**config.mk**
```make
export PLATFORM = sky130hd
export DESIGN_NAME = lncc_sd
export DESIGN_NICKNAME = d
export VERILOG_FILES = /design/src/design/lncc_pkg.sv /design/src/design/lncc_sd.sv
export SDC_FILE = /design/constraint.sdc
export NUM_CORES = 2
export LEC_CHECK = 0
export ABC_AREA = 0
export ABC_CLOCK_PERIOD_IN_PS = 19400
export BUFFER_PORTS_ARGS = -buffer_cell sky130_fd_sc_hd__buf_4
export CORE_ASPECT_RATIO = 0.7
export CORE_MARGIN = 5
export CORE_UTILIZATION = 45
export DETAILED_ROUTE_END_ITERATION = 10
export SYNTH_ARGS = -nofsm -noshare
export SYNTH_HDL_FRONTEND = slang
export SYNTH_SLANG_ARGS = --single-unit
```
**constraint.sdc**
```tcl
create_clock -name clk -period 19.4 [get_ports clk]
set_input_delay 1.94 -clock clk [delete_from_list [all_inputs] [get_ports clk]]
set_output_delay 1.94 -clock clk [all_outputs]
set_load 0.05 [all_outputs]
```
**src/design/lncc_pkg.sv**
```systemverilog
// ----------------------------------------------------------------------------
// lncc_pkg
// Shared types, constants and width helpers of the lagged normalized
// cross-correlation block.
// ----------------------------------------------------------------------------
package lncc_pkg;

  localparam int WINDOW_DEPTH_DEF  = 256;
  localparam int MAX_LAG_LIMIT_DEF = 31;

  localparam int SAMPLE_W   = 16;
  localparam int LAG_W      = 6;
  localparam int MAX_LAG_W  = 5;
  localparam int CORR_W     = 16;
  localparam int CORR_MAG_W = 15;
  localparam int QUOT_W     = 30;
  localparam int FRAC_SHIFT = 16;
  localparam int OUT_DW     = 24;

  localparam logic [CORR_MAG_W-1:0] CORR_ONE    = 15'd16384;
  localparam logic [MAX_LAG_W-1:0]  MAX_LAG_RST = 5'd8;

  localparam int CFG_AW = 3;
  localparam int CFG_DW = 32;
  localparam logic [0:0] REG_MAX_LAG = 1'b0;

  typedef struct packed {
    logic                       missing;
    logic signed [SAMPLE_W-1:0] value;
  } entry_t;

  typedef struct packed {
    logic                  done;
    logic [CORR_MAG_W-1:0] mag;
  } qd_result_t;

  typedef enum logic [2:0] {
    ST_LOAD,
    ST_STATS,
    ST_SD_F,
    ST_SD_H,
    ST_DEN,
    ST_SWEEP,
    ST_DIV,
    ST_OUT
  } ctl_state_t;

  typedef enum logic [2:0] {
    SD_IDLE,
    SD_SQ,
    SD_DIV,
    SD_SUB,
    SD_ROOT,
    SD_DONE
  } sd_state_t;

  typedef enum logic [1:0] {
    QD_IDLE,
    QD_RUN,
    QD_DONE
  } qd_state_t;

  function automatic int cnt_width(int depth);
    return $clog2(depth + 1);
  endfunction

  function automatic int s1_width(int depth);
    return SAMPLE_W + cnt_width(depth);
  endfunction

  function automatic int s2_width(int depth);
    return 2 * SAMPLE_W - 1 + cnt_width(depth);
  endfunction

  function automatic int sd_width(int depth);
    return (s2_width(depth) + FRAC_SHIFT + 1) / 2;
  endfunction

endpackage

```
**src/design/lncc_sd.sv**
```systemverilog
// ----------------------------------------------------------------------------
// lncc_sd
// Standard deviation unit: S = s2 - ceil(s1^2 / k), then sd = isqrt(S << 16)
// in Q.8. One square, a bit-serial divide and a bit-serial root.
// ----------------------------------------------------------------------------
module lncc_sd #(
  parameter int WINDOW_DEPTH = lncc_pkg::WINDOW_DEPTH_DEF,
  localparam int CW  = lncc_pkg::cnt_width(WINDOW_DEPTH),
  localparam int S1W = lncc_pkg::s1_width(WINDOW_DEPTH),
  localparam int S2W = lncc_pkg::s2_width(WINDOW_DEPTH),
  localparam int SDW = lncc_pkg::sd_width(WINDOW_DEPTH)
) (
  input  logic                  clk,
  input  logic                  rst_n,
  input  logic                  start,
  input  logic [CW-1:0]         k,
  input  logic signed [S1W-1:0] s1,
  input  logic [S2W-1:0]        s2,
  output logic                  done,
  output logic [SDW-1:0]        sd
);
  import lncc_pkg::*;

  localparam int AMAGW = S1W - 1;
  localparam int SQW   = 2 * AMAGW;
  localparam int VW    = 2 * SDW;
  localparam int DW    = ((S2W > SQW) ? S2W : SQW) + 1;
  localparam int CNTW  = $clog2(SQW + 1);

  sd_state_t         state_r, state_nxt;
  logic [CW-1:0]     k_r;
  logic [AMAGW-1:0]  a_r;
  logic [S2W-1:0]    s2_r;
  logic [SQW-1:0]    sq_r;
  logic [SQW-1:0]    quo_r;
  logic [CW-1:0]     rem_r;
  logic [CNTW-1:0]   cnt_r;
  logic [VW-1:0]     v_r;
  logic [VW-1:0]     root_r;
  logic [VW-1:0]     bit_r;

  logic [S1W-1:0]    s1_abs;
  logic [CW:0]       rem_sh;
  logic              rem_ge;
  logic [DW-1:0]     s_full;
  logic [VW-1:0]     trial;
  logic              k_small;

  assign s1_abs  = s1[S1W-1] ? S1W'(-s1) : S1W'(s1);
  assign rem_sh  = {rem_r, sq_r[SQW-1]};
  assign rem_ge  = rem_sh >= {1'b0, k_r};
  assign s_full  = DW'(s2_r) - DW'(quo_r) - DW'(rem_r != '0);
  assign trial   = root_r + bit_r;
  assign k_small = k_r < CW'(2);

  always_comb begin
    state_nxt = state_r;
    unique case (state_r)
      SD_IDLE: if (start) state_nxt = SD_SQ;
      SD_SQ:   state_nxt = k_small ? SD_DONE : SD_DIV;
      SD_DIV:  if (cnt_r == CNTW'(1)) state_nxt = SD_SUB;
      SD_SUB:  state_nxt = SD_ROOT;
      SD_ROOT: if (cnt_r == CNTW'(1)) state_nxt = SD_DONE;
      SD_DONE: state_nxt = start ? SD_SQ : SD_IDLE;
      default: state_nxt = SD_IDLE;
    endcase
  end

  always_comb begin
    done = 1'b0;
    unique case (state_r)
      SD_DONE: done = 1'b1;
      default: done = 1'b0;
    endcase
  end

  assign sd = root_r[SDW-1:0];

  always_ff @(posedge clk) begin
    if (!rst_n) begin
      state_r <= SD_IDLE;
    end else begin
      state_r <= state_nxt;
    end
  end

  always_ff @(posedge clk) begin
    if (start && (state_r == SD_IDLE || state_r == SD_DONE)) begin
      k_r    <= k;
      a_r    <= s1_abs[AMAGW-1:0];
      s2_r   <= s2;
      root_r <= '0;
    end
    case (state_r)
      SD_SQ: begin
        sq_r  <= SQW'(a_r * a_r);
        quo_r <= '0;
        rem_r <= '0;
        cnt_r <= CNTW'(SQW);
      end
      SD_DIV: begin
        // long division of s1^2 by k, one quotient bit a cycle
        sq_r  <= {sq_r[SQW-2:0], 1'b0};
        quo_r <= {quo_r[SQW-2:0], rem_ge};
        rem_r <= rem_ge ? CW'(rem_sh - {1'b0, k_r}) : rem_sh[CW-1:0];
        cnt_r <= cnt_r - CNTW'(1);
      end
      SD_SUB: begin
        v_r    <= VW'({s_full[S2W-1:0], {FRAC_SHIFT{1'b0}}});
        root_r <= '0;
        bit_r  <= VW'(1) << (VW - 2);
        cnt_r  <= CNTW'(SDW);
      end
      SD_ROOT: begin
        if (v_r >= trial) begin
          v_r    <= v_r - trial;
          root_r <= (root_r >> 1) + bit_r;
        end else begin
          root_r <= root_r >> 1;
        end
        bit_r <= bit_r >> 2;
        cnt_r <= cnt_r - CNTW'(1);
      end
      default: ;
    endcase
  end

endmodule

```
==> results.sh <==
export IMPL_ys_warn_count=0
export IMPL_max_stage_delay_ps=980
export IMPL_clock_fmax_mhz=122
export IMPL_drive_gt1_frac=0.0530
export IMPL_n_antenna_cell=0
export IMPL_multiInputGateArea_sq_um=26200
export IMPL_drcViolationCount=0
export IMPL_postCtsSetupRepairBufs=0
export IMPL_cp_end_kind="flip-flop"
export IMPL_hold_viol=0
export IMPL_cap_viol_max_count=0
export IMPL_hp_class="reg2reg"
export IMPL_yosys_register_bits=319
export IMPL_cts_sinks=319
export IMPL_drt_iter0_markers=2146
export IMPL_slew_limit_headroom=0.213
export IMPL_grt_pass1_vias=28400
export IMPL_cts_repair_resized=0
export IMPL_ios=106
export IMPL_clk_pin_slew_ps=60
export IMPL_core_area_sq_um=86500
export IMPL_worst_endpoint_arrival_ps=8550
export IMPL_finalCritPeriodShare=0.424
export IMPL_grt_max_degree=91
export IMPL_cp_max_fo=23
export IMPL_cts_tree="done"
export IMPL_vias=28900
export IMPL_initial_core_util=0.455
export IMPL_ff_latch_area_sq_um=9550
export IMPL_drtPass1Iterations=5
export IMPL_slew_violations=0
export IMPL_htree_levels=2
export IMPL_gp_congestion=0.890
export IMPL_path_common_cell="fa_1"
export IMPL_path_cells="inv_1 -> nor2_1 -> inv_1 -> fa_1 -> inv_1 -> fa_1 -> fa_1 -> fa_1 -> fa_1 -> fa_1 -> inv_1 -> fa_1 -> inv_1 -> ha_1 -> nand3_1 -> nor2_1 -> nand3_1 -> o21a_1 -> o31a_1 -> a211oi_1 -> nor2_1 -> o311ai_0 -> mux2i_1 -> nand2_1"
export IMPL_clock_latency_ps=580
export IMPL_period_needed_ps=8230
export IMPL_setup_violations=0
export IMPL_placedCellCount=5347
export IMPL_required_ps=19720
export IMPL_areaGrowthSynthToFinish_pct=7.38
export IMPL_std_cell_rows=90
export IMPL_yosys_cell_types_count=86
export IMPL_cts_root_buf="clkbuf_16"
export IMPL_status="completed"
export IMPL_ff2ff_setup_slack_ps=11170
export IMPL_chipHeight_um=257
export IMPL_synth_nets=5136
export IMPL_grt_pass1_wl_um=154000
export IMPL_yosysSeqAreaShare=0.243
export IMPL_overflow=0
export IMPL_utilization=0.489
export IMPL_skew_ps=35.3
export IMPL_design_die_area_sq_um=93600
export IMPL_ctsHoldBuffers=0
export IMPL_antenna_found_initial=0
export IMPL_ys_async_sr_fraction=0
export IMPL_crit_slowest_cell="edfxtp_1"
export IMPL_ys_flop_type="edfxtp_1"
export IMPL_worstSetupPathType="reg2reg"
export IMPL_drtAntennaViolNets=0
export IMPL_portBuffers=105
export IMPL_wirelength_um=93100
export IMPL_fillers=8362
export IMPL_netlist_area_sq_um=39400
export IMPL_syn_avg_cell_area_sq_um=9.25
export IMPL_instances_no_fill=5416
export IMPL_wl_per_cell_um=17.2
export IMPL_post_drt_via_cell_ratio=5.34
export IMPL_dieWidth_um=363
export IMPL_grt_use_total=0.201
export IMPL_postLayoutCellArea_sq_um=42300
export IMPL_tightest_slew_ps=1180
export IMPL_layout_nets=5117
export IMPL_cts_made_buffers=38
export IMPL_cts_path_max_buffers=3
export IMPL_dpl_cell_area_sq_um=41000
export IMPL_synth_edf_count=316
export IMPL_hpwlAfterDp_um=73800
export IMPL_tns_ps=0
export IMPL_syn_inst=4256
export IMPL_rsz0062_at_grt="false"
export IMPL_crit_path_start_kind="flip-flop"
[path summary, 6_finish.rpt]
check | startpoint | end | cells past startpoint
max | a_r[8] | sq_r[40] | 24
max reg2reg | a_r[8] | sq_r[40] | 24
min | sq_r[1] | sq_r[2] | 2
min reg2reg | sq_r[1] | sq_r[2] | 2
[registers in the layout, indices dropped and copies added (netlist names)]
register and count:
root_r 56, v_r 56, sq_r 48, quo_r 40, s2_r 40, bit_r 28, a_r 24, k_r 9
rem_r 9, cnt_r 6, state_r 3
[cell families (layout without fill, tap and decap cells)]
group / Yosys count / after routing / share of synthesized area
AOI/OAI and AO/OA: 811 / 811 / 0.133
xor gates and xnor gates: 263 / 263 / 0.0585
adders and majority gates: 803 / 803 / 0.337
buffers and inverters: 957 / 967 / 0.0940
DFF: 319 / 319 / 0.243
muxes: 16 / 16 / 0.00410
and+or+nand+nor: 1087 / 1087 / 0.132
[metal layers]
layer / global-route usage / share of wire / vias up
met5: 0 / 0 / -
met4: 0.0259 / 0.010 / 0
met3: 0.0236 / 0.052 / 58
met2: 0.289 / 0.41 / 649
met1: 0.330 / 0.52 / 14200
li1: - / - / 14000
[worst max-delay path: cells and delay by family, from the launching register on]
kind            cells  cell delay [ps]
buf+inv             5              600
fa+ha+maj           8             3660
flops               1              980
mux                 1              240
compound gates      4             1400
simple gates        6             1110
[layout make-up]
class	count	area share
Sequential cell	319	0.226
Timing Repair Buffer	122	0.0217
Inverter	776	0.0689
Multi-Input combinational cell	2980	0.619
Tap cell	1150	0.0340
Clock inverter	28	0.00711
Clock buffer	41	0.0233
[synthesized netlist by cell type, types with 9 or more instances]
cell type    n  share of area
a211oi_1    34         0.0065
a21boi_0     9         0.0017
a21o_1     106          0.020
a21oi_1    221          0.028
a31o_2      13         0.0029
a31oi_1     72          0.011
and2_1     190          0.030
and3_1      15         0.0024
buf_4       28         0.0053
clkbuf_1   142          0.014
edfxtp_1   316           0.24
fa_1       426           0.22
ha_1       377           0.12
inv_1      776          0.074
mux2i_1     15         0.0038
nand2_1    384          0.037
nand2b_1    23         0.0037
nand3_1     55         0.0070
nand4_1     50         0.0079
nor2_1     244          0.023
nor2b_1     19         0.0030
nor3_1      34         0.0043
nor3b_1      9         0.0017
o211ai_1     9         0.0017
o21a_1      24         0.0046
o21ai_0    164          0.021
o21bai_1    41         0.0078
o31ai_1     26         0.0050
o41ai_1     10         0.0022
or2_2        9         0.0014
or3_1       25         0.0040
xnor2_1    151          0.034
xor2_1     112          0.025
[per-stage QoR]
| step | hold WS (ps) | setup WS (ps) |
|---|---|---|
| after floorplan | 484 | 8100 |
| after global placement | 488 | 11370 |
| after detailed placement | 499 | 11330 |
| after CTS | 514 | 11310 |
| after global routing | 534 | 10700 |
| final | 509 | 11170 |
[cell usage in the layout (no fill, tap or decap), drive strengths merged, types with 6 or more instances in the layout]
cell type / n
and2: 190
bufinv: 6
o21ai: 170
nand2b: 23
nand4: 51
nor4: 8
xor2: 112
or2: 9
clkinv: 21
a21boi: 11
inv: 777
o21a: 25
o221ai: 8
ha: 377
a41oi: 8
or3: 26
a21oi: 222
fa: 426
a211o: 6
o41ai: 10
a31o: 13
nor2: 244
mux2i: 15
buf: 122
and3: 15
a211oi: 35
a21o: 106
o31ai: 27
edfxtp: 316
nand3: 55
a31oi: 73
xnor2: 151
a221oi: 6
clkbuf: 41
nand2: 384
nor3b: 9
nor2b: 19
nor3: 34
o211ai: 11
o21bai: 41
Power is left out: the tool's default activity adds up to more than one toggle a clock period on the data nets, which glitch-free logic cannot reach.
