--- src/design/lncc_pkg.sv ---
// ----------------------------------------------------------------------------
// lncc_pkg
// Shared types, constants and width helpers of the lagged normalized
// cross-correlation block.
// ----------------------------------------------------------------------------
package lncc_pkg;

  localparam int WINDOW_DEPTH_DEF  = 256;
  localparam int MAX_LAG_LIMIT_DEF = 31;

  localparam int SAMPLE_W   = 16;
  localparam int LAG_W      = 6;
  localparam int MAX_LAG_W  = 5;
  localparam int CORR_W     = 16;
  localparam int CORR_MAG_W = 15;
  localparam int QUOT_W     = 30;
  localparam int FRAC_SHIFT = 16;
  localparam int OUT_DW     = 24;

  localparam logic [CORR_MAG_W-1:0] CORR_ONE    = 15'd16384;
  localparam logic [MAX_LAG_W-1:0]  MAX_LAG_RST = 5'd8;

  localparam int CFG_AW = 3;
  localparam int CFG_DW = 32;
  localparam logic [0:0] REG_MAX_LAG = 1'b0;

  typedef struct packed {
    logic                       missing;
    logic signed [SAMPLE_W-1:0] value;
  } entry_t;

  typedef struct packed {
    logic                  done;
    logic [CORR_MAG_W-1:0] mag;
  } qd_result_t;

  typedef enum logic [2:0] {
    ST_LOAD,
    ST_STATS,
    ST_SD_F,
    ST_SD_H,
    ST_DEN,
    ST_SWEEP,
    ST_DIV,
    ST_OUT
  } ctl_state_t;

  typedef enum logic [2:0] {
    SD_IDLE,
    SD_SQ,
    SD_DIV,
    SD_SUB,
    SD_ROOT,
    SD_DONE
  } sd_state_t;

  typedef enum logic [1:0] {
    QD_IDLE,
    QD_RUN,
    QD_DONE
  } qd_state_t;

  function automatic int cnt_width(int depth);
    return $clog2(depth + 1);
  endfunction

  function automatic int s1_width(int depth);
    return SAMPLE_W + cnt_width(depth);
  endfunction

  function automatic int s2_width(int depth);
    return 2 * SAMPLE_W - 1 + cnt_width(depth);
  endfunction

  function automatic int sd_width(int depth);
    return (s2_width(depth) + FRAC_SHIFT + 1) / 2;
  endfunction

endpackage

--- src/design/lncc_qdiv.sv ---
// ----------------------------------------------------------------------------
// lncc_qdiv
// Quotient unit: |C| * 2^30 / den, one bit a cycle, saturated to one in
// Q1.14.
// ----------------------------------------------------------------------------
module lncc_qdiv #(
  parameter int MAGW = 40,
  parameter int DENW = 56
) (
  input  logic                 clk,
  input  logic                 rst_n,
  input  logic                 start,
  input  logic [MAGW-1:0]      mag,
  input  logic [DENW-1:0]      den,
  output lncc_pkg::qd_result_t res
);
  import lncc_pkg::*;

  localparam int CMPW  = ((MAGW + FRAC_SHIFT) > DENW) ? (MAGW + FRAC_SHIFT) : DENW;
  localparam int QCNTW = $clog2(QUOT_W + 1);

  qd_state_t        state_r, state_nxt;
  logic [DENW-1:0]  den_r;
  logic [DENW-1:0]  rem_r;
  logic [QUOT_W-1:0] q_r;
  logic [QCNTW-1:0] cnt_r;
  logic             sat_r;

  logic             sat_now;
  logic             take;
  logic [DENW:0]    rem_sh;
  logic             rem_ge;

  assign take    = start && (state_r == QD_IDLE || state_r == QD_DONE);
  assign sat_now = (CMPW'(mag) << FRAC_SHIFT) >= CMPW'(den);
  assign rem_sh  = {rem_r, 1'b0};
  assign rem_ge  = rem_sh >= {1'b0, den_r};

  always_comb begin
    state_nxt = state_r;
    unique case (state_r)
      QD_IDLE, QD_DONE: begin
        if (start) begin
          state_nxt = sat_now ? QD_DONE : QD_RUN;
        end else begin
          state_nxt = QD_IDLE;
        end
      end
      QD_RUN:  if (cnt_r == QCNTW'(1)) state_nxt = QD_DONE;
      default: state_nxt = QD_IDLE;
    endcase
  end

  always_comb begin
    res.done = 1'b0;
    res.mag  = CORR_ONE;
    unique case (state_r)
      QD_DONE: begin
        res.done = 1'b1;
        if (!sat_r && q_r <= QUOT_W'(CORR_ONE)) begin
          res.mag = q_r[CORR_MAG_W-1:0];
        end
      end
      default: res.done = 1'b0;
    endcase
  end

  always_ff @(posedge clk) begin
    if (!rst_n) begin
      state_r <= QD_IDLE;
    end else begin
      state_r <= state_nxt;
    end
  end

  always_ff @(posedge clk) begin
    if (take) begin
      den_r <= den;
      rem_r <= DENW'(mag);
      q_r   <= '0;
      sat_r <= sat_now;
      cnt_r <= QCNTW'(QUOT_W);
    end else if (state_r == QD_RUN) begin
      rem_r <= rem_ge ? DENW'(rem_sh - {1'b0, den_r}) : rem_sh[DENW-1:0];
      q_r   <= {q_r[QUOT_W-2:0], rem_ge};
      cnt_r <= cnt_r - QCNTW'(1);
    end
  end

endmodule

--- config.mk ---
export PLATFORM = sky130hd
export DESIGN_NAME = lncc_qdiv
export DESIGN_NICKNAME = d
export VERILOG_FILES = /design/src/design/lncc_pkg.sv /design/src/design/lncc_qdiv.sv
export SDC_FILE = /design/constraint.sdc
export NUM_CORES = 1
export LEC_CHECK = 0
export ABC_AREA = 1
export BUFFER_PORTS_ARGS = -buffer_cell sky130_fd_sc_hd__buf_2
export CAP_MARGIN = 25
export CELL_PAD_IN_SITES_DETAIL_PLACEMENT = 0
export CELL_PAD_IN_SITES_GLOBAL_PLACEMENT = 2
export CORE_MARGIN = 2
export CORE_UTILIZATION = 38
export CTS_BUF_LIST = sky130_fd_sc_hd__clkbuf_8
export CTS_CLUSTER_DIAMETER = 60
export DETAILED_ROUTE_END_ITERATION = 6
export GPL_TIMING_DRIVEN = 0
export PLACE_DENSITY_LB_ADDON = 0.3
export RECOVER_POWER = 25
export SLEW_MARGIN = 20
export SYNTH_ARGS = -nofsm -noshare
export SYNTH_HDL_FRONTEND = slang
export SYNTH_SLANG_ARGS = --single-unit
--- constraint.sdc ---
create_clock -name clk -period 5.95 [get_ports clk]
set_input_delay 1.19 -clock clk [delete_from_list [all_inputs] [get_ports clk]]
set_output_delay 1.19 -clock clk [all_outputs]
set_load 0.02 [all_outputs]
==> results_dict.tcl, run 1 <==
set metrics [dict create \
    status "complete, but fails checks" \
    violations "capacitance limit, slew limit" \
    dr.pass1.iters 7 \
    fin_crit_ns 3.66 \
    synth_top_area_share 0.253 \
    synth_mux_area_frac 0 \
    grt_overflow 0 \
    netlist_top_cells_count "nand2_1 (443), inv_1 (305), nor2_1 (157), ha_1 (98), edfxtp_1 (97)" \
    yosysTopAreaCell "edfxtp_1" \
    p_leak_nw 6.24 \
    routedWlPerCell_microns 18.2 \
    report.final.hold_viol_count 0 \
    dp_hpwl_microns 33700 \
    fp.dieW_microns 178 \
    tritoncts "built" \
    critPathArrivalTime_ns 2.47 \
    path_class "reg -> out" \
    die_y_microns 178 \
    cts_sinks 150 \
    num_rows 63 \
    slew_headroom -0.193 \
    tns_ns 0 \
    critPathBufInv 2 \
    crit_family "simple AND/OR/NAND/NOR gates" \
    critPathCaptureType "output port" \
    cts_resized 0 \
    stdcell_count 2196 \
    dp_cells 2164 \
    drive_gt1_frac 0.0897 \
    vias 11200 \
    worst_slew_pin_slew_ns 1.79 \
    cts_made_buffers 17 \
    gp_congestion 0.932 \
    start_util 0.388 \
    clk_pin_slew_ns 0.09 \
    clockBufferDepth 2 \
    synthXorXnorAreaFrac 0.0205 \
    h-tree-depth 4 \
    hp-class "reg -> reg" \
    grt_first_pass_wirelength_microns 60600 \
    synth.area.top_cells "edfxtp_1 (25%), nand2_1 (14%), ha_1 (11%)" \
    drc 0 \
    ys_seq_area_frac 0.345 \
    final_antenna_net_count 0 \
    path_cells "nor4_1 > nand3_1 > nor4_1 > o21ai_0 > clkbuf_1 > nor2_1 > buf_2" \
    nNetsFinal 1991 \
    synth_edf_count 97 \
    fin_skew_ns 0.0239 \
    period_share 0.616 \
    ys_warn_count 0 \
    powerDensity_nw_per_um2 258 \
    synth_compound_area_frac 0.138 \
    antenna_found_initial 0 \
    io_pins 115 \
    grt_max_degree 50 \
    vdd_drop_max_mv 0.139 \
    grtUsageTotal 0.258 \
    syn_area_sq_um 11500 \
    yosys.area_share.simple 0.274 \
    synth_fp_nets 1856 \
    drt_iter0_drc 853 \
    drv_slew 31 \
    synthCells 1658 \
    synth.distinct_cells 49 \
    synth_top_family_by_area "simple AND/OR/NAND/NOR gates" \
    cts_setup_buffers 0 \
    diodes 0 \
    synth-async-reset-ratio 0 \
    setup_viol 0 \
    yosysMostFrequentCell "nand2_1" \
    synth_adder_area_share 0.108 \
    clock_latency_ns 0.49 \
    crit_path_max_incr_delay_ns 0.34 \
    synth.avg_cell_area_sq_um 6.95 \
    crit_fanout 10 \
    portBuffers 114 \
    core-area_sq_um 29700 \
    worstPathRequired_ns 4.76 \
    max_freq_ghz 0.273 \
    ys_ff_latch 150 \
    crit_slowest_cell "nor4_1" \
    cts_hold_buf 0 \
    viasPerCell 5.12 \
    synth_ff_type "edfxtp_1" \
    crit_top_cell "nor4_1" \
    rsz0062_at_grt "no" \
    routed_wl_microns 40000 \
    root_buffer "clkbuf_8" \
    power_mw 3.35 \
    grt_pass1_vias 10800 \
    dieArea_sq_um 31700 \
    drv_cap 1 \
    critPathLaunchType "flip-flop" \
    area_growth_pct 12.5 \
]
report_power, final:
part | switching, mW | internal (mW) | leakage, nW
logic | 0.866 | 0.386 | 4.66
registers | 0.0425 | 1.22 | 1.38
clock network | 0.469 | 0.362 | 0.206
final timing paths:
check,depth (start not counted),endpoint,slack [ns],start
hold / removal,2,q_r[29],0.48,q_r[29]
hold reg to reg,2,q_r[29],0.48,q_r[29]
setup reg to reg,13,rem_r[29],2.69,den_r[45]
setup / recovery,7,res[13],2.29,q_r[25]
stage by stage:
stage	area [sq um]	utilization	worst slack, ns	hold WS, ns
after floorplan	11500	-	2.31	0.448
after global placement	12600	0.424	0.850	0.461
after detailed placement	12600	0.425	2.71	0.468
after CTS	13000	0.438	2.22	0.486
after global routing	13000	0.436	1.96	0.513
final	13000	0.436	2.29	0.480
worst reg2reg max path, stage by stage, from the launching register on:
cell	delay, ns
edfxtp_1	0.35
inv_1	0.10
ha_1	0.47
nand2_1	0.13
nor2_2	0.17
nand2_1	0.11
nor2_1	0.24
nand4_1	0.13
nand2b_4	0.18
nand3_4	0.21
buf_2	0.36
nand3_1	0.33
o211ai_2	0.17
nand2_1	0.06
layout by cell type (no fill, tap or decap), types with 5 or more instances in the layout:
| cell | instances |
|---|---|
| o21bai_1 | 21 |
| nand3_1 | 76 |
| o21ai_0 | 80 |
| clkbuf_1 | 52 |
| nand4_1 | 26 |
| nor3_1 | 15 |
| edfxtp_1 | 97 |
| inv_6 | 5 |
| inv_1 | 307 |
| nand2_1 | 443 |
| buf_2 | 83 |
| nor2_1 | 158 |
| dfxtp_1 | 53 |
| xor2_1 | 9 |
| a21oi_1 | 92 |
| inv_8 | 5 |
| o21ai_1 | 35 |
| nor4_1 | 9 |
| o211ai_2 | 5 |
| inv_2 | 8 |
| xnor2_1 | 18 |
| o22ai_1 | 29 |
| clkbuf_8 | 18 |
| ha_1 | 98 |
| nor2_2 | 14 |
sequential cells by signal, indices dropped and copies added, names as in the netlist:
signal	flops
cnt_r	5
den_r	56
q_r	30
rem_r	56
sat_r	1
state_r	2
routing by layer:
layer  up-vias  part of all wire  global-route usage
met5         -                 0                   0
met4         0             0.013              0.0593
met3        24             0.065              0.0437
met2       332              0.43               0.396
met1      5234              0.49               0.379
li1       5652                 -                   -
logic make-up after synthesis:
| kind of cell | Yosys count |
|---|---|
| and+or+nand+nor | 757 |
| buffers and inverters | 342 |
| AOI/OAI and AO/OA | 283 |
| DFF | 150 |
| adders and majority gates | 99 |
| xor gates and xnor gates | 27 |
cell type report:
type	count	area [sq um]
Clock inverter	14	151
Multi-Input combinational cell	1166	6230
Clock buffer	18	248
Timing Repair Buffer	116	552
Buffer	27	139
Sequential cell	150	3970
Fill cell	3206	16700
Tap cell	390	488
Inverter	315	1180
Power figures use the tool's default switching activity.
==> inputs of run 2 (changes only) <==
ABC_AREA = 0   (was 1)
CORE_UTILIZATION = 35   (was 38)
clock period = 3.11 ns   (was 5.95 ns; I/O delays follow)
==> run 2 against run 1 <==
The run ends with setup timing left. Routed wire length decreased by 14%. Combinational power increased to 5.2 times the previous value. Via count decreased by 19%. Design area decreased by 2.8%. Critical path depth increased by 8. Clock power increased by 93%. Worst setup slack got worse by 2.6 ns. Critical path type is now reg -> reg. Critical endpoint is now rem_r[16]. Highest routed layer unchanged.
==> results_dict.tcl, run 2 <==
set metrics [dict create \
    fillers 3021 \
    dp_cells 1641 \
    yosysTopAreaCell "edfxtp_1" \
    routedWlPerCell_microns 20.2 \
    violations "setup timing" \
    nNetsFinal 1502 \
    ys_ff_latch 150 \
    critPathArrivalTime_ns 3.66 \
    drt_iter0_drc 636 \
    dieArea_sq_um 31400 \
    p_leak_nw 5.56 \
    power_mw 11.0 \
    report.final.hold_viol_count 0 \
    fin_crit_ns 3.45 \
    synth_fp_nets 1333 \
    io_pins 115 \
    powerDensity_nw_per_um2 870 \
    whs_ns 0.336 \
    routed_wl_microns 34400 \
    max_freq_ghz 0.290 \
    reg2reg_from "den_r[26]" \
    worstPathRequired_ns 3.32 \
    grt_max_degree 39 \
    gp_congestion 0.841 \
    die_y_microns 177 \
    critPathLaunchType "flip-flop" \
    synth.area.top_cells "edfxtp_1 (28%), ha_1 (12%), dfxtp_1 (10%)" \
    finalCoreUtilization 0.426 \
    clock_latency_ns 0.47 \
    dp_slack_ns -0.769 \
    synth_top_area_share 0.278 \
    reg.largest.list "den_r: 56 flops, rem_r: 56 flops, q_r: 30 flops" \
    clk_pin_slew_ns 0.11 \
    drv_slew 0 \
    worstSetupStartpoint "den_r[26]" \
    stdcell_count 1707 \
    design_area_sq_um 12600 \
    final_antenna_net_count 0 \
    final_common_cell "a21oi_1" \
    rsz0062_at_grt "yes" \
    drive_gt1_frac 0.169 \
    root_buffer "clkbuf_8" \
    area_growth_pct 20.2 \
    path_cells "inv_1 > ha_1 > buf_6 > a21oi_1 > o21ai_1 > nor2b_1 > or4_4 > a211oi_4 > o41ai_4 > a21o_1 > buf_12 > buf_6 > buf_16 > mux2i_1 > o21ai_1" \
    status "complete, but fails checks" \
    fin_skew_ns 0.0210 \
    ys_warn_count 0 \
    vdd_drop_max_mv 0.336 \
    crit_path_max_incr_delay_ns 0.43 \
    portBuffers 114 \
    syn_area_sq_um 10500 \
    num_rows 63 \
    grt_first_pass_wirelength_microns 52300 \
    grtUsageTotal 0.222 \
    viasPerCell 5.33 \
    crit_slowest_cell "or4_4" \
    min-delay-start "den[45]" \
    cts_sinks 150 \
    setup_viol 57 \
    diodes 0 \
    core-area_sq_um 29600 \
    synth.distinct_cells 71 \
    tns_ns -13.93 \
    drc 0 \
    dr.pass1.iters 5 \
    grt_pass1_vias 8868 \
    synth_ff_type "edfxtp_1" \
    tritoncts "built" \
    placed_area_sq_um 11600 \
    synth_edf_count 97 \
    grt_overflow 0 \
    synth-async-reset-ratio 0 \
    critPathCaptureType "flip-flop" \
    worst_slew_pin_slew_ns 0.803 \
    netlist_top_cells_count "a21oi_1 (114), inv_1 (109), ha_1 (98), edfxtp_1 (97)" \
    vias 9103 \
    clockBufferDepth 2 \
    hp-class "in -> reg" \
    ys_seq_area_frac 0.379 \
    critPathBufInv 5 \
    period_share 1.11 \
    synthCells 1135 \
    crit_fanout 8 \
    dp_hpwl_microns 26400 \
    start_util 0.355 \
    slew_headroom 0.465 \
    cts_made_buffers 17 \
    fp.dieW_microns 177 \
    drv_cap 0 \
    synth.avg_cell_area_sq_um 9.24 \
    layout_common_cells "a21oi_1 (110), inv_1 (108), edfxtp_1 (97)" \
    regToRegSetupSlack_ns -0.34 \
    worst_slack_ns -0.339 \
    h-tree-depth 4 \
    path_class "reg -> reg" \
    yosysMostFrequentCell "a21oi_1" \
    antenna_found_initial 0 \
    crit_family "compound AO/OA/AOI/OAI gates" \
]
-- run 2: cells by family (layout without fill, tap and decap cells) --
logic type | after synthesis | in the layout | share of synthesized area
multiplexers | 39 | 39 | 0.0372
flip-flops | 150 | 150 | 0.379
XOR/XNOR | 51 | 51 | 0.0426
adder cells (fa/ha/maj) | 99 | 99 | 0.119
buffers and inverters | 167 | 349 | 0.0666
AND/OR/NAND/NOR | 280 | 280 | 0.131
AO/OA/AOI/OAI | 349 | 349 | 0.224
-- run 2: worst paths after layout --
| path | to | cells past startpoint |
|---|---|---|
| max | rem_r[16] | 15 |
| max reg2reg | rem_r[16] | 15 |
| min | den_r[45] | 1 |
| min reg2reg | q_r[0] | 2 |
-- run 2: what timing repair did --
item / 4_1_cts / 5_1_grt
setup endpoints to repair: 84 / 107
resized for setup: 53 / 22
hold buffers: 0 / 0
gates cloned: 3 / 0
pin swaps: 14 / 11
setup buffers: 27 / 7
-- run 2: layout make-up --
class                      instances  area [sq um]  area share
timing repair buffer             153           910      0.0722
inverter                         110           413      0.0328
clock buffer                      17           234      0.0186
sequential                       150          3970       0.315
buffer                            54           379      0.0301
multi-input combinational        818          6050       0.480
tap                              390           488      0.0387
clock inverter                    15           154      0.0122
-- run 2: per-layer routing --
metal  vias up  routed length (microns)  GRT usage
li1       4504                        -          -
met1      4373                    17200      0.322
met2       204                    15400      0.345
met3        22                     1370     0.0341
met4         0                      478     0.0496
met5         -                        0          0
-- run 2: report_power, final --
| part | switching, mW | internal [mW] | leakage (nW) |
|---|---|---|---|
| Combinational | 3.63 | 2.83 | 3.99 |
| Clock | 0.928 | 0.668 | 0.203 |
| Sequential | 0.270 | 2.63 | 1.36 |
| Total | 4.83 | 6.13 | 5.56 |
==> inputs of run 3 (changes only) <==
CORE_UTILIZATION = 41   (was 35)
clock period = 4.05 ns   (was 3.11 ns; I/O delays follow)
==> run 3 against run 2 <==
The run now ends clean. Fmax decreased by 8.0%. Clock-buffer cell count stayed put. Global-route usage increased by 2.1 points. Worst hold slack gained 0.14 ns. Clock power decreased by 21%.
==> results_dict.tcl, run 3 (synthesized netlist as in run 2, its figures left out) <==
set metrics [dict create \
    critPathArrivalTime_ns 3.96 \
    tritoncts "built" \
    viasPerCell 5.58 \
    combPwrFrac 0.544 \
    max_freq_ghz 0.267 \
    min-delay-start "rem_r[45]" \
    powerDensity_nw_per_um2 640 \
    drt_iter0_drc 686 \
    status "complete, no violations" \
    report.final.hold_viol_count 0 \
    root_buffer "clkbuf_8" \
    clockBufferDepth 2 \
    grt_max_degree 46 \
    worstSetupStartpoint "rem_r[24]" \
    diodes 0 \
    crit_family "simple AND/OR/NAND/NOR gates" \
    fin_skew_ns 0.0199 \
    routed_wl_microns 32100 \
    period_share 0.926 \
    fin_crit_ns 3.75 \
    path_class "reg -> reg" \
    grt_overflow 0 \
    drv_slew 0 \
    grt_first_pass_wirelength_microns 49200 \
    stdcell_count 1615 \
    final_antenna_net_count 0 \
    cts_sinks 150 \
    slew_headroom 0.162 \
    io_pins 115 \
    reg.largest.list "den_r: 56 flops, rem_r: 56 flops, q_r: 30 flops" \
    crit_slowest_cell "or4_4" \
    p_leak_nw 5.27 \
    critPathCaptureType "flip-flop" \
    antenna_found_initial 0 \
    layout_common_cells "a21oi_1 (114), inv_1 (108), ha_1 (98)" \
    area_growth_pct 14.0 \
    vdd_drop_max_mv 0.294 \
    h-tree-depth 4 \
    routedWlPerCell_microns 19.9 \
    grtUsageTotal 0.242 \
    p_seq_frac 0.289 \
    rsz0062_at_grt "no" \
    cts_made_buffers 17 \
    critPathLaunchType "flip-flop" \
    start_util 0.416 \
    gp_congestion 0.884 \
    final_common_cell "a21oi_1" \
    core-area_sq_um 25200 \
    dp_hpwl_microns 25200 \
    critPathBufInv 3 \
    dp_cells 1581 \
    internal-power_mw 4.15 \
    hp-class "reg -> reg" \
    crit_top_cell "buf_6" \
    grt_pass1_vias 8605 \
    power_mw 7.65 \
    clock_power_share 0.167 \
    die_y_microns 164 \
    fp.dieW_microns 164 \
    vias 9014 \
    crit_fanout 10 \
    power_switching_share 0.458 \
    cts_hold_buf 0 \
    drv_cap 0 \
    drc 0 \
    crit_path_max_incr_delay_ns 0.58 \
    fillers 2524 \
    num_rows 58 \
    drive_gt1_frac 0.116 \
    power_switching_mw 3.50 \
    dieArea_sq_um 26900 \
    worstPathRequired_ns 4.26 \
    portBuffers 114 \
    worst_slew_pin_slew_ns 1.26 \
    dr.pass1.iters 7 \
    reg2reg_from "rem_r[24]" \
    path_cells "ha_1 > buf_2 > nand4_1 > or4_4 > nor2_4 > o2bb2ai_2 > a211oi_4 > o41ai_4 > a21o_1 > buf_6 > buf_6 > mux2i_1 > a21oi_1" \
    clk_pin_slew_ns 0.11 \
    nNetsFinal 1470 \
    setup_viol 0 \
    clock_latency_ns 0.47 \
]
run 3: cell types whose count changed in the layout (fill, tap and decap cells not counted), sizes merged:
cell    delta
clkbuf     +8
buf       -40
clkinv     +5
bufinv     -1
inv        -4
run 3: timing repair:
item,CTS,global route
gates resized for setup,1,2
endpoints found under the setup margin,10,34
setup buffers,0,2
pin swaps,0,1
run 3: stage by stage:
step | setup TNS (ns) | hold WS (ns) | instance area (sq um) | utilization | setup WS (ns)
after floorplan | 0 | 0.443 | 10500 | - | 0.759
after global placement | -50.71 | 0.463 | 11500 | 0.455 | -1.12
after detailed placement | -0.0159 | 0.467 | 11500 | 0.458 | -0.0159
after CTS | 0 | 0.481 | 12000 | 0.475 | 0.107
after global routing | 0 | 0.493 | 12000 | 0.475 | 0.0689
final | 0 | 0.480 | 12000 | 0.475 | 0.301
run 3: layout make-up:
type | count | area, sq um | area share
multi-input cells | 818 | 5840 | 0.489
flip-flops and latches | 150 | 3970 | 0.332
repair buffers | 118 | 592 | 0.0495
inverters | 110 | 413 | 0.0345
well taps | 330 | 413 | 0.0345
plain buffers | 57 | 285 | 0.0239
clock buffers | 17 | 234 | 0.0196
clock inverters | 15 | 201 | 0.0169
run 3: worst register-to-register path, cell delays in order (launching register included):
cell and delay [ns]:
edfxtp_1 0.45, ha_1 0.29, buf_2 0.19, nand4_1 0.19
or4_4 0.58, nor2_4 0.17, o2bb2ai_2 0.15, a211oi_4 0.10
o41ai_4 0.39, a21o_1 0.19, buf_6 0.19, buf_6 0.20
mux2i_1 0.30, a21oi_1 0.10
run 3: power groups by stage:
| stage | clock network [mW] | logic [mW] | registers, mW |
|---|---|---|---|
| final | 1.27 | 4.16 | 2.21 |
| after global placement | 0 | 4.05 | 2.24 |
| after CTS | 1.29 | 4.11 | 2.21 |
| after detailed placement | 0 | 4.09 | 2.24 |
| after floorplan | 0 | 3.06 | 2.18 |
| after global routing | 1.35 | 4.59 | 2.24 |
run 3: layer usage:
metal,wire (microns),part of all wire,track usage
met3,1310,0.041,0.0313
met5,0,0,0
met4,371,0.012,0.0470
met2,14000,0.44,0.375
met1,16400,0.51,0.363
run 3: path summary, 6_finish.rpt:
check	slack, ns	cells after the start	endpoint
worst min-delay path	0.48	2	rem_r[45]
worst max-delay path	0.30	13	rem_r[32]
worst max register to register	0.30	13	rem_r[32]
worst min register to register	0.48	2	rem_r[45]
